File: src/rtl/d3qmg_pkg.sv
// ----------------------------------------------------------------------------
// d3qmg_pkg
// Shared types, constants and the D3Q19 direction table for the mixed
// difference gradient stencil.
// ----------------------------------------------------------------------------
package d3qmg_pkg;

  localparam int unsigned NODE_COUNT = 65536;
  localparam int unsigned ADDR_W     = $clog2(NODE_COUNT);
  localparam int unsigned NODE_W     = 16;
  localparam int unsigned SAMPLE_W   = 32;
  localparam int unsigned GRAD_W     = 41;
  localparam int unsigned EXTENT_W   = 13;
  localparam int unsigned PLANE_W    = 2 * EXTENT_W;
  // signed width of a neighbour address: node + 2*(plane + nx + 1)
  localparam int unsigned SPAN_W     = 30;
  localparam int unsigned CFG_IDX_W  = 8;

  // centre sample, then 18 first and 18 second neighbours
  localparam int unsigned NUM_DIRS   = 18;
  localparam int unsigned NUM_STEPS  = 2 * NUM_DIRS + 1;
  localparam int unsigned STEP_W     = $clog2(NUM_STEPS);
  localparam int unsigned DIR_W      = $clog2(NUM_DIRS);
  localparam int unsigned NUM_AXES   = 6;

  localparam logic [STEP_W-1:0] LAST_STEP = STEP_W'(NUM_STEPS - 1);
  localparam logic signed [SPAN_W-1:0] NODE_LIMIT = SPAN_W'(NODE_COUNT);

  localparam logic MODE_LOAD    = 1'b0;
  localparam logic MODE_COMPUTE = 1'b1;

  localparam logic [CFG_IDX_W-1:0] REG_ROW_LENGTH     = CFG_IDX_W'(0);
  localparam logic [CFG_IDX_W-1:0] REG_ROWS_PER_PLANE = CFG_IDX_W'(1);
  localparam logic [EXTENT_W-1:0]  EXTENT_RESET       = EXTENT_W'(16);

  typedef enum logic [1:0] {
    S_IDLE,
    S_RUN,
    S_WAIT
  } state_t;

  // weight class of one fetched sample
  typedef enum logic [2:0] {
    CLS_CENTRE,
    CLS_AXIS1,
    CLS_DIAG1,
    CLS_AXIS2,
    CLS_DIAG2
  } cls_t;

  typedef struct packed {
    logic              valid;
    logic              last;
    logic              in_range;
    cls_t              cls;
    logic [ADDR_W-1:0] idx;
  } step_req_t;

  typedef struct packed {
    logic signed [1:0] dx;
    logic signed [1:0] dy;
    logic signed [1:0] dz;
  } dir_t;

  function automatic dir_t dir_lookup(input logic [DIR_W-1:0] q);
    dir_t d;
    d = '{dx: 2'sd0, dy: 2'sd0, dz: 2'sd0};
    case (q)
      5'd0:  d = '{dx:  2'sd1, dy:  2'sd0, dz:  2'sd0};
      5'd1:  d = '{dx: -2'sd1, dy:  2'sd0, dz:  2'sd0};
      5'd2:  d = '{dx:  2'sd0, dy:  2'sd1, dz:  2'sd0};
      5'd3:  d = '{dx:  2'sd0, dy: -2'sd1, dz:  2'sd0};
      5'd4:  d = '{dx:  2'sd0, dy:  2'sd0, dz:  2'sd1};
      5'd5:  d = '{dx:  2'sd0, dy:  2'sd0, dz: -2'sd1};
      5'd6:  d = '{dx:  2'sd1, dy:  2'sd1, dz:  2'sd0};
      5'd7:  d = '{dx: -2'sd1, dy: -2'sd1, dz:  2'sd0};
      5'd8:  d = '{dx:  2'sd1, dy: -2'sd1, dz:  2'sd0};
      5'd9:  d = '{dx: -2'sd1, dy:  2'sd1, dz:  2'sd0};
      5'd10: d = '{dx:  2'sd1, dy:  2'sd0, dz:  2'sd1};
      5'd11: d = '{dx: -2'sd1, dy:  2'sd0, dz: -2'sd1};
      5'd12: d = '{dx:  2'sd1, dy:  2'sd0, dz: -2'sd1};
      5'd13: d = '{dx: -2'sd1, dy:  2'sd0, dz:  2'sd1};
      5'd14: d = '{dx:  2'sd0, dy:  2'sd1, dz:  2'sd1};
      5'd15: d = '{dx:  2'sd0, dy: -2'sd1, dz: -2'sd1};
      5'd16: d = '{dx:  2'sd0, dy:  2'sd1, dz: -2'sd1};
      5'd17: d = '{dx:  2'sd0, dy: -2'sd1, dz:  2'sd1};
      default: d = '{dx: 2'sd0, dy: 2'sd0, dz: 2'sd0};
    endcase
    return d;
  endfunction

endpackage

File: src/rtl/d3qmg_addr_gen.sv
// ----------------------------------------------------------------------------
// d3qmg_addr_gen
// Turns a step number into a registered store address, a range flag and the
// weight class of the sample fetched at that step.
// ----------------------------------------------------------------------------
module d3qmg_addr_gen (
  input  logic                                clk,
  input  logic                                rst,
  input  logic                                issue,
  input  logic [d3qmg_pkg::STEP_W-1:0]        step,
  input  logic [d3qmg_pkg::NODE_W-1:0]        node,
  input  logic [d3qmg_pkg::EXTENT_W-1:0]      row_length,
  input  logic [d3qmg_pkg::PLANE_W-1:0]       plane,
  output d3qmg_pkg::step_req_t                req
);

  logic [d3qmg_pkg::DIR_W-1:0]         q;
  logic                                second;
  logic                                centre;
  d3qmg_pkg::dir_t                     dir;
  logic signed [d3qmg_pkg::SPAN_W-1:0] plane_s;
  logic signed [d3qmg_pkg::SPAN_W-1:0] nx_s;
  logic signed [d3qmg_pkg::SPAN_W-1:0] term_x;
  logic signed [d3qmg_pkg::SPAN_W-1:0] term_y;
  logic signed [d3qmg_pkg::SPAN_W-1:0] term_z;
  logic signed [d3qmg_pkg::SPAN_W-1:0] off;
  logic signed [d3qmg_pkg::SPAN_W-1:0] addr;
  d3qmg_pkg::cls_t                     cls;
  logic                                axis;

  always_comb begin
    centre = (step == '0);
    second = (step > d3qmg_pkg::STEP_W'(d3qmg_pkg::NUM_DIRS));
    if (second) begin
      q = d3qmg_pkg::DIR_W'(step - d3qmg_pkg::STEP_W'(d3qmg_pkg::NUM_DIRS + 1));
    end else begin
      q = d3qmg_pkg::DIR_W'(step - d3qmg_pkg::STEP_W'(1));
    end
    dir     = d3qmg_pkg::dir_lookup(q);
    plane_s = $signed(d3qmg_pkg::SPAN_W'(plane));
    nx_s    = $signed(d3qmg_pkg::SPAN_W'(row_length));

    case (dir.dz)
      2'sd1:   term_z = plane_s;
      -2'sd1:  term_z = -plane_s;
      default: term_z = '0;
    endcase
    case (dir.dy)
      2'sd1:   term_y = nx_s;
      -2'sd1:  term_y = -nx_s;
      default: term_y = '0;
    endcase
    term_x = d3qmg_pkg::SPAN_W'(dir.dx);

    off = term_z + term_y + term_x;
    if (centre) begin
      addr = $signed(d3qmg_pkg::SPAN_W'(node));
    end else if (second) begin
      addr = $signed(d3qmg_pkg::SPAN_W'(node)) + (off <<< 1);
    end else begin
      addr = $signed(d3qmg_pkg::SPAN_W'(node)) + off;
    end

    axis = (q < d3qmg_pkg::DIR_W'(d3qmg_pkg::NUM_AXES));
    if (centre) begin
      cls = d3qmg_pkg::CLS_CENTRE;
    end else if (second) begin
      cls = axis ? d3qmg_pkg::CLS_AXIS2 : d3qmg_pkg::CLS_DIAG2;
    end else begin
      cls = axis ? d3qmg_pkg::CLS_AXIS1 : d3qmg_pkg::CLS_DIAG1;
    end
  end

  always_ff @(posedge clk) begin
    if (rst) begin
      req.valid <= 1'b0;
    end else begin
      req.valid <= issue;
    end
    req.last     <= (step == d3qmg_pkg::LAST_STEP);
    req.in_range <= (addr >= 0) && (addr < d3qmg_pkg::NODE_LIMIT);
    req.cls      <= cls;
    req.idx      <= addr[d3qmg_pkg::ADDR_W-1:0];
  end

endmodule

File: config.mk
export PLATFORM = sky130hd
export DESIGN_NAME = d3qmg_addr_gen
export DESIGN_NICKNAME = d
export VERILOG_FILES = /design/src/rtl/d3qmg_pkg.sv /design/src/rtl/d3qmg_addr_gen.sv
export SDC_FILE = /design/constraint.sdc
export NUM_CORES = 1
export LEC_CHECK = 0
export BUFFER_PORTS_ARGS = -buffer_cell sky130_fd_sc_hd__clkbuf_2
export CAP_MARGIN = 0
export CELL_PAD_IN_SITES_DETAIL_PLACEMENT = 1
export CELL_PAD_IN_SITES_GLOBAL_PLACEMENT = 1
export CORE_ASPECT_RATIO = 2
export CORE_MARGIN = 5
export CORE_UTILIZATION = 43
export CTS_CLUSTER_DIAMETER = 50
export DETAILED_ROUTE_END_ITERATION = 6
export PLACE_DENSITY_LB_ADDON = 0.1
export SETUP_SLACK_MARGIN = 0.3
export SLEW_MARGIN = 20
export SYNTH_ARGS = -nofsm -noshare
export SYNTH_HDL_FRONTEND = slang
export SYNTH_SLANG_ARGS = --single-unit
export TNS_END_PERCENT = 1
File: constraint.sdc
create_clock -name clk -period 10.5 [get_ports clk]
set_input_delay 0.525 -clock clk [delete_from_list [all_inputs] [get_ports clk]]
set_output_delay 0.525 -clock clk [all_outputs]
set_load 0.02 [all_outputs]
# Word-level counts from Yosys, hierarchy flattened
# Memory sizes are Yosys's and may differ from the RTL's.
# Index checks and enable logic that the tools add are counted.
[classes]
n_mux = 8
reduce_logical = 2
n_lt_le_gt_ge = 4
n_addsub = 8
n_eq_ne = 5
[ops]
columns = ["op", "n"]
rows = [
  ["$pmux W30 S2", 2],
  ["$add A17 B30 Y30", 2],
  ["$mux W30", 2],
  ["$add A30 B2 Y30", 1],
  ["$add A30 B30 Y30", 1],
  ["$ge A30 B1 Y1 const B", 1],
  ["$lt A30 B18 Y1 const B", 1],
  ["$neg A13 Y30", 1],
  ["$neg A26 Y30", 1],
  ["$eq A6 B6 Y1 const B", 1],
  ["$gt A6 B5 Y1 const B", 1],
  ["$logic_not A6 Y1", 1],
  ["$mux W3", 2],
  ["$lt A5 B3 Y1 const B", 1],
  ["$mux W5", 1],
  ["$sub A5 B1 Y5 const B", 1],
  ["$sub A5 B5 Y5 const B", 1],
  ["$eq A2 B1 Y1 const B", 2],
  ["$eq A2 B2 Y1 const B", 2],
  ["$mux W2", 1],
  ["$logic_and A1 B1 Y1", 1],
]
[word_totals]
wordCells = 33
in_bits = 64
romBits = 192
out_inout_bits = 22
memories = 1
register_bits = 22
[memory_table]
columns = ["memory", "depth", "word_bits", "rd", "rd_ports_with_merged_regs", "write_ports", "line_no", "rtl"]
rows = [
  ["(name not given)", 32, 6, 1, 0, 0, "d3qmg_pkg.sv:68", "case (q)"],
]

# Longest topological paths before layout
# Gate-level depths: netlist (run 1).
# An unclocked memory read counts as a cell.
[logic_depth]
word_depth = 12
ltp_mapped = 36
mapped_depth_nobuf = 33

# Worst setup path before layout (run 1)
# No wires, ideal clock.
[synth_path]
path_kind = "input to register"
startpoint = "in step[0] (netlist name)"
endpoint = "reg req[19] (netlist name)"
slack_ns = 2.135
arrival_ns = 8.295
required_time_ns = 10.430
setup_ns = 0.070
n_path_buf = 1
cell_stages = 30
cell_sequence = "a211o_1 a21oi_1 clkbuf_1 ha_1 a211oi_2 xor2_1 nor2_1 nand3b_1 o211ai_1 and2_1 inv_1 fa_1 inv_1 fa_1 a211oi_2 o211ai_2 and4_4 nor2_1 xnor2_1 ha_1 nand3_1 or4_1 o21a_1 a311oi_2 and3_4 nand2b_2 xnor2_1 nand4_1 or4b_1 a21oi_1"
[synth_between]
elab_chain_cells = 12
word_cells_on_any_way = 21
cone_classes = "add/sub (6); order compare (3); eq/ne (4); mux (5); reduce/logical (2); memory (1)"
[synth_lines]
columns = ["item", "line_no", "rtl"]
rows = [
  ["from (decl)", "d3qmg_addr_gen.sv:10", "input logic [d3qmg_pkg::STEP_W-1:0] step,"],
  ["$sub A5 B1 Y5 (tied with other cells)", "d3qmg_addr_gen.sv:37", "q = d3qmg_pkg::DIR_W'(step - d3qmg_pkg::STEP_W'(1));"],
  ["$mux W5", "d3qmg_addr_gen.sv:34", "if (second) begin"],
  ["$mem_v2 Z32 W6", "-", ""],
  ["$eq A2 B2 Y1 (tied with other cells)", "d3qmg_addr_gen.sv:43", "case (dir.dz)"],
  ["$pmux W30 S2 (on tied branches)", "d3qmg_addr_gen.sv:43, d3qmg_addr_gen.sv:48", ""],
  ["$add A30 B30 Y30", "d3qmg_addr_gen.sv:55", "off = term_z + term_y + term_x;"],
  ["$add A30 B2 Y30", "d3qmg_addr_gen.sv:55", ""],
  ["$add A17 B30 Y30 (on tied branches)", "d3qmg_addr_gen.sv:61, d3qmg_addr_gen.sv:59", ""],
  ["$mux W30", "d3qmg_addr_gen.sv:58", "end else if (second) begin"],
  ["$mux W30 *", "d3qmg_addr_gen.sv:56", "if (centre) begin"],
  ["$ge A30 B1 Y1 / $lt A30 B18 Y1 (equally long branches)", "d3qmg_addr_gen.sv:81", "req.in_range <= (addr >= 0) && (addr < d3qmg_pkg::NODE_LIMIT);"],
  ["$logic_and A1 B1 Y1 *", "d3qmg_addr_gen.sv:81", ""],
  ["to (decl)", "d3qmg_addr_gen.sv:14", "output d3qmg_pkg::step_req_t req"],
]
# Every way passes the cells marked *; elsewhere a longest branch is shown, timed or not.
# A chain may end at the register's enable or synchronous reset.

# Worst setup path after layout (run 1)
# Ends and elaborated chain as after synthesis.

==> summary.txt, run 1 <==
Synth
  – Top cells by count, synth: 106 x nand2_1, 86 x a21oi_1, 85 x inv_1
  – Net count after synthesis: 1063
  – Share of the synthesized area in the top cell type: 13.3%
  – Post-synth EDFFs: 0
  – Mapped cell area: 6580 µm²
  – Post-synth cell types: 81
  – Synthesis Warnings: 0
  – Area leader, netlist: ha_1
  – Top_reg_cell synth: dfxtp_1
  – Async set or reset register ratio after synthesis: 0%
  – Largest cells by area after synthesis: ha_1 13%, fa_1 10%, xnor2_1 7.1%, dfxtp_1 6.7%, a21oi_1 6.5%
  – Post-Synthesis Cells: 896
  – Count leader, synth: nand2_1
  – Sequential-to-total area share from yosys stat: 6.69%
  – Avg Inst Size Synth: 7.34 µm²
  – Synth Register Bits: 22

Detailed routing
  – Via count: 6591
  – Initial detailed-routing violation count: 151
  – DRC violations left: 0
  – Drt first pass iters: 4
  – Routed WL per cell: 16.7 µm
  – Post-DRT Antenna Nets: 0
  – Via density per instance: 5.64
  – Post-Route WL: 19500 µm

Power and ir drop
  – Worst VDD drop: 0.0000858 V
  – Leak Pwr: 3.46 nW
  – Pwr Density: 274 nW/µm²

Clock network
  – Cts repair resizes: 0
  – Clock tree buffer depth: 2
  – CTS buffer count: 3
  – Setup Fix Bufs, Post-CTS: 0
  – Clock Tree Root: clkbuf_16
  – Hold buffers post-CTS: 0
  – H-tree levels: 1
  – Worst-path clk slew: 0.06 ns
  – CTS tree: built
  – Clk sink count: 22

Layout
  – Finished Layout Cells: 1169
  – Multi-input gate area: 5750 µm²
  – Max reg flops: 22
  – Largest Register: req
  – Area grow syn2layout: 11.2%
  – Share of layout cells above drive strength 1: 13.3%
  – Reg area: 440 µm²
  – Antenna cell count: 0
  – Largest regs: req (22)
  – Filler Cell Count: 2025
  – Layout Nets: 1139

Floorplanning
  – Die Ht: 185 µm
  – Row Count: 64
  – I/O Pins: 86
  – Placeable Area: 15200 µm²
  – Initial Utilization: 43.2%
  – Die ar.: 18000 µm²
  – Die width: 97.5 µm

Timing
  – Setup violations, final: 0
  – Final period utilization: 86.4%
  – Hold_ws: 0.409 ns
  – Clock period minus worst slack: 9.07 ns
  – Post-route setup TNS: 0 ns
  – Maximum clock frequency: 110 MHz
  – RSZ-0062 raised after global routing: no
  – Final Max Tran Viols: 0
  – Final WS setup: 1.43 ns
  – Final hold violations: 0
  – Worst-margin pin slew: 0.939 ns
  – Relative slew slack: 36.6%

Hold path
  – HP Start: rst
  – Hold Path Stages: 2
  – HP Class: input pin to flip-flop

Setup path
  – Critical-path top delay cell: and3_1
  – Worst Setup Start Kind: input pin
  – Endpoint class of the critical path: flip-flop
  – Req. time, crit path: 10.70 ns
  – Kind of critical path: input pin to flip-flop
  – Arrival @ worst endpoint: 9.27 ns
  – Max stage delay on crit path: 0.67 ns
  – Worst Setup SP: step[0]
  – CP dominant cell by count: fa_1
  – CP Max Fanout: 25

Place
  – Place WS: 1.16 ns
  – Routability cong.: 0.862
  – Inst Count DP: 1165
  – Hpwl dp: 17300 µm
  – Number of port buffers: 85

Global route
  – Number of antenna violations at the first check in global routing: 0
  – Total GRT Usage: 22.0%
  – Grt total ovfl: 0
  – Largest net degree at the start of global routing: 26
  – Vias in the first global route: 7025
  – First-pass GRT wire length: 33200 µm

Job
  – Max Cap Viol: 0

Outcome
  – Status: finished clean
## metrics by stage
stage | total power [W] | util [%] | area [µm²]
4_1_cts | 0.00202 | 48.1 | 7310
3_5_place_dp | 0.00189 | 47.4 | 7210
6_report | 0.00200 | 48.1 | 7310
2_1_floorplan | 0.00149 | - | 6580
3_3_place_gp | 0.00186 | 47.4 | 7210
5_1_grt | 0.00223 | 48.1 | 7310
## metal layers
layer	global-route usage [%]	up-vias	routed length, µm
li1	-	3335	-
met1	22.6	3123	7410
met2	45.6	99	11000
met3	1.21	34	449
met4	7.82	0	677
met5	0	-	0
## critical path: cells and delay by family
family	cells	cell delay, ns
XOR/XNOR	2	0.56
AND/OR/NAND/NOR	9	2.79
buffers and inverters	5	0.88
AO/OA/AOI/OAI	12	2.49
adder cells (fa/ha/maj)	5	1.99
## layout by cell type (no fill, tap or decap), drive strengths merged, types with 3 or more instances in the layout
cell type and instances:
a211oi 13, nand4 6, a31oi 7, o221ai 4, and2 11, nand3 25, a211o 4, a2111oi 3
buf 3, fa 33, o21ai 41, a21boi 4, nand3b 6, o21bai 9, nor2 69, mux2i 3
o311ai 9, o31ai 11, xnor2 57, nor3 27, clkbuf 88, inv 85, o211a 3, ha 70
o31a 4, and4 3, a21o 18, dfxtp 22, or3 9, nand2b 13, nor2b 7, nor4 9
a21oi 87, o21a 12, nand2 106, and3 9, xor2 39, o211ai 16
## worst paths after layout
kind,end
setup / recovery,req[19]$_DFF_P_
hold / removal,req[21]$_SDFF_PP0_
## power by group
part / internal [W] / switching [W]
Combinational: 0.000708 / 0.00105
Sequential: 0.000124 / 0.00000778
Clock: 0.0000759 / 0.0000351
Total: 0.000908 / 0.00109
## cell type report
class / instances / share of cell area (%)
Multi-Input combinational cell: 772 / 78.7
Clock inverter: 1 / 0.411
Sequential cell: 22 / 6.02
Clock buffer: 3 / 1.03
Inverter: 85 / 4.36
Tap cell: 198 / 3.39
Timing Repair Buffer: 88 / 6.12
## logic make-up after synthesis
kind of cell    synth area share [%]
simple gates                    23.0
compound gates                  27.2
fa+ha+maj                       23.4
buf+inv                         5.90
xor+xnor                        13.2
flops                           6.69
mux                            0.628
(Power assumes the default switching activity.)
==> run 2, diff against run 1 <==
==> constraint.sdc (replaced) <==
create_clock -name clk -period 9.15 [get_ports clk]
set_input_delay 0.4575 -clock clk [delete_from_list [all_inputs] [get_ports clk]]
set_output_delay 0.4575 -clock clk [all_outputs]
set_load 0.02 [all_outputs]
==> summary.txt, run 2 (same netlist as run 1, synthesis figures left out) <==
Setup path
  – Worst Setup Start Kind: input pin
  – Req. time, crit path: 9.35 ns (-1.35 ns)
  – Endpoint class of the critical path: flip-flop
  – Arrival @ worst endpoint: 8.34 ns (-0.93 ns)
  – Critical-path top delay cell: fa_1
  – Bufs and invs on worst path: 4 (-1)
  – Max stage delay on crit path: 0.53 ns (-0.14 ns)
  – Kind of critical path: input pin to flip-flop
  – CP Max Fanout: 10 (-60%)
  – CP delay by family, top: compound AO/OA/AOI/OAI gates

Detailed routing
  – Initial detailed-routing violation count: 179 (+19%)
  – Via count: 6732 (+2.1%)
  – Routed WL per cell: 17.0 µm (+1.7%)
  – Post-DRT Antenna Nets: 0 (unchanged)
  – Post-Route WL: 20000 µm (+2.6%)
  – DRC violations left: 0 (unchanged)
  – Drt first pass iters: 4 (unchanged)
  – Via density per instance: 5.71 (+1.2%)

Clock network
  – CTS buffer count: 3 (unchanged)
  – Worst-path clk slew: 0.06 ns (about the same)
  – Clock tree buffer depth: 2 (unchanged)
  – Clock Tree Root: clkbuf_16
  – CTS tree: built
  – Hold buffers post-CTS: 0 (unchanged)
  – Clk sink count: 22 (unchanged)
  – H-tree levels: 1 (unchanged)

Timing
  – Final Max Tran Viols: 0 (unchanged)
  – Post-route setup TNS: 0 ns (unchanged)
  – Maximum clock frequency: 123 MHz
  – Final period utilization: 89.0%
  – Worst-margin pin slew: 0.955 ns (+0.0158 ns)
  – Setup violations, final: 0 (unchanged)
  – RSZ-0062 raised after global routing: no
  – Clock period minus worst slack: 8.14 ns
  – Relative slew slack: 35.5% (-1.1 points)
  – Final hold violations: 0 (unchanged)

Hold path
  – HP Class: input pin to flip-flop

Floorplanning
  – Die ar.: 18000 µm² (unchanged)
  – Row Count: 64 (unchanged)
  – Initial Utilization: 43.2% (unchanged)
  – I/O Pins: 86 (unchanged)
  – Die width: 97.5 µm (unchanged)
  – Placeable Area: 15200 µm² (unchanged)
  – Die Ht: 185 µm (unchanged)

Power and ir drop
  – Leak Pwr: 3.51 nW (+1.6%)
  – Pwr Density: 314 nW/µm² (+15%)
  – Worst VDD drop: 0.000112 V (+31%)
  – Tot Pwr: 0.00233 W (+16%)

Global route
  – Number of antenna violations at the first check in global routing: 0 (unchanged)
  – Grt total ovfl: 0 (unchanged)
  – First-pass GRT wire length: 33200 µm (about the same)
  – Total GRT Usage: 22.1% (+0.11 points)
  – Vias in the first global route: 7060 (+0.50%)
  – Largest net degree at the start of global routing: 26 (unchanged)

Place
  – DP Area: 7240 µm² (+0.42%)
  – Routability cong.: 0.897 (+4.1%)
  – Hpwl dp: 17500 µm (+1.3%)
  – Number of port buffers: 85 (unchanged)

Layout
  – Multi-input gate area: 5760 µm² (+0.13%)
  – Post-route cell area: 7410 µm² (+1.3%)
  – Largest Register: req
  – Most frequent cells in the layout: 106 x nand2_1, 85 x a21oi_1, 85 x clkbuf_2
  – Layout Nets: 1150 (+0.97%)
  – Commonest non-fill, non-tap cell in the layout: nand2_1
  – Filler Cell Count: 2028 (+0.15%)
  – Share of layout cells above drive strength 1: 14.5% (+1.2 points)
  – Antenna cell count: 0 (unchanged)
  – Reg area: 440 µm² (unchanged)
  – Max reg flops: 22 (unchanged)
  – Largest regs: req (22)
  – Area grow syn2layout: 12.6%

Job
  – Max Cap Viol: 0 (unchanged)

Outcome
  – Status: finished clean
run 2: final timing paths:
check                  to  depth (start not counted)  slack, ns     from
min    req[21]$_SDFF_PP0_                          2       0.34      rst
max       req[19]$_DFF_P_                         33       1.01  step[0]
run 2: repair_timing:
item / CTS / global route
setup buffers: 0 / 7
endpoints found under the setup margin: 0 / 1
endpoints found under the hold margin: 0 / 0
resized for setup: 0 / 2
run 2: final cells by class:
| class | count | area share, % |
|---|---|---|
| sequential | 22 | 5.94 |
| clock inverter | 1 | 0.405 |
| clock buffer | 3 | 1.01 |
| multi-input combinational | 772 | 77.8 |
| tap | 198 | 3.34 |
| timing repair buffer | 99 | 7.16 |
| inverter | 85 | 4.36 |
run 2: metal layers:
layer	routed length (µm)	vias to the layer above	share of wire [%]	track usage, %
met5	0	-	0	0
met4	890	0	4.4	10.0
met3	405	49	2.0	1.62
met2	11200	111	56	45.7
met1	7540	3220	38	21.6
li1	-	3352	-	-
run 2: report_power, final:
group          leakage (nW)  total (W)  internal [W]  switching (W)
registers             0.185   0.000151      0.000142     0.00000902
clock network        0.0511   0.000128     0.0000872      0.0000412
logic                  3.28    0.00205      0.000823        0.00123
total                  3.51    0.00233       0.00105        0.00128
run 2: through the flow:
stage	hold WS, ns	util, %	cells	setup WS (ns)
6_report	0.336	48.7	1180	1.01
5_1_grt	0.336	48.7	1180	0.347
4_1_cts	0.331	48.3	1173	0.944
3_5_place_dp	0.619	47.6	1169	0.705
3_3_place_gp	0.614	47.6	1169	0.929
2_1_floorplan	0.529	-	896	0.853
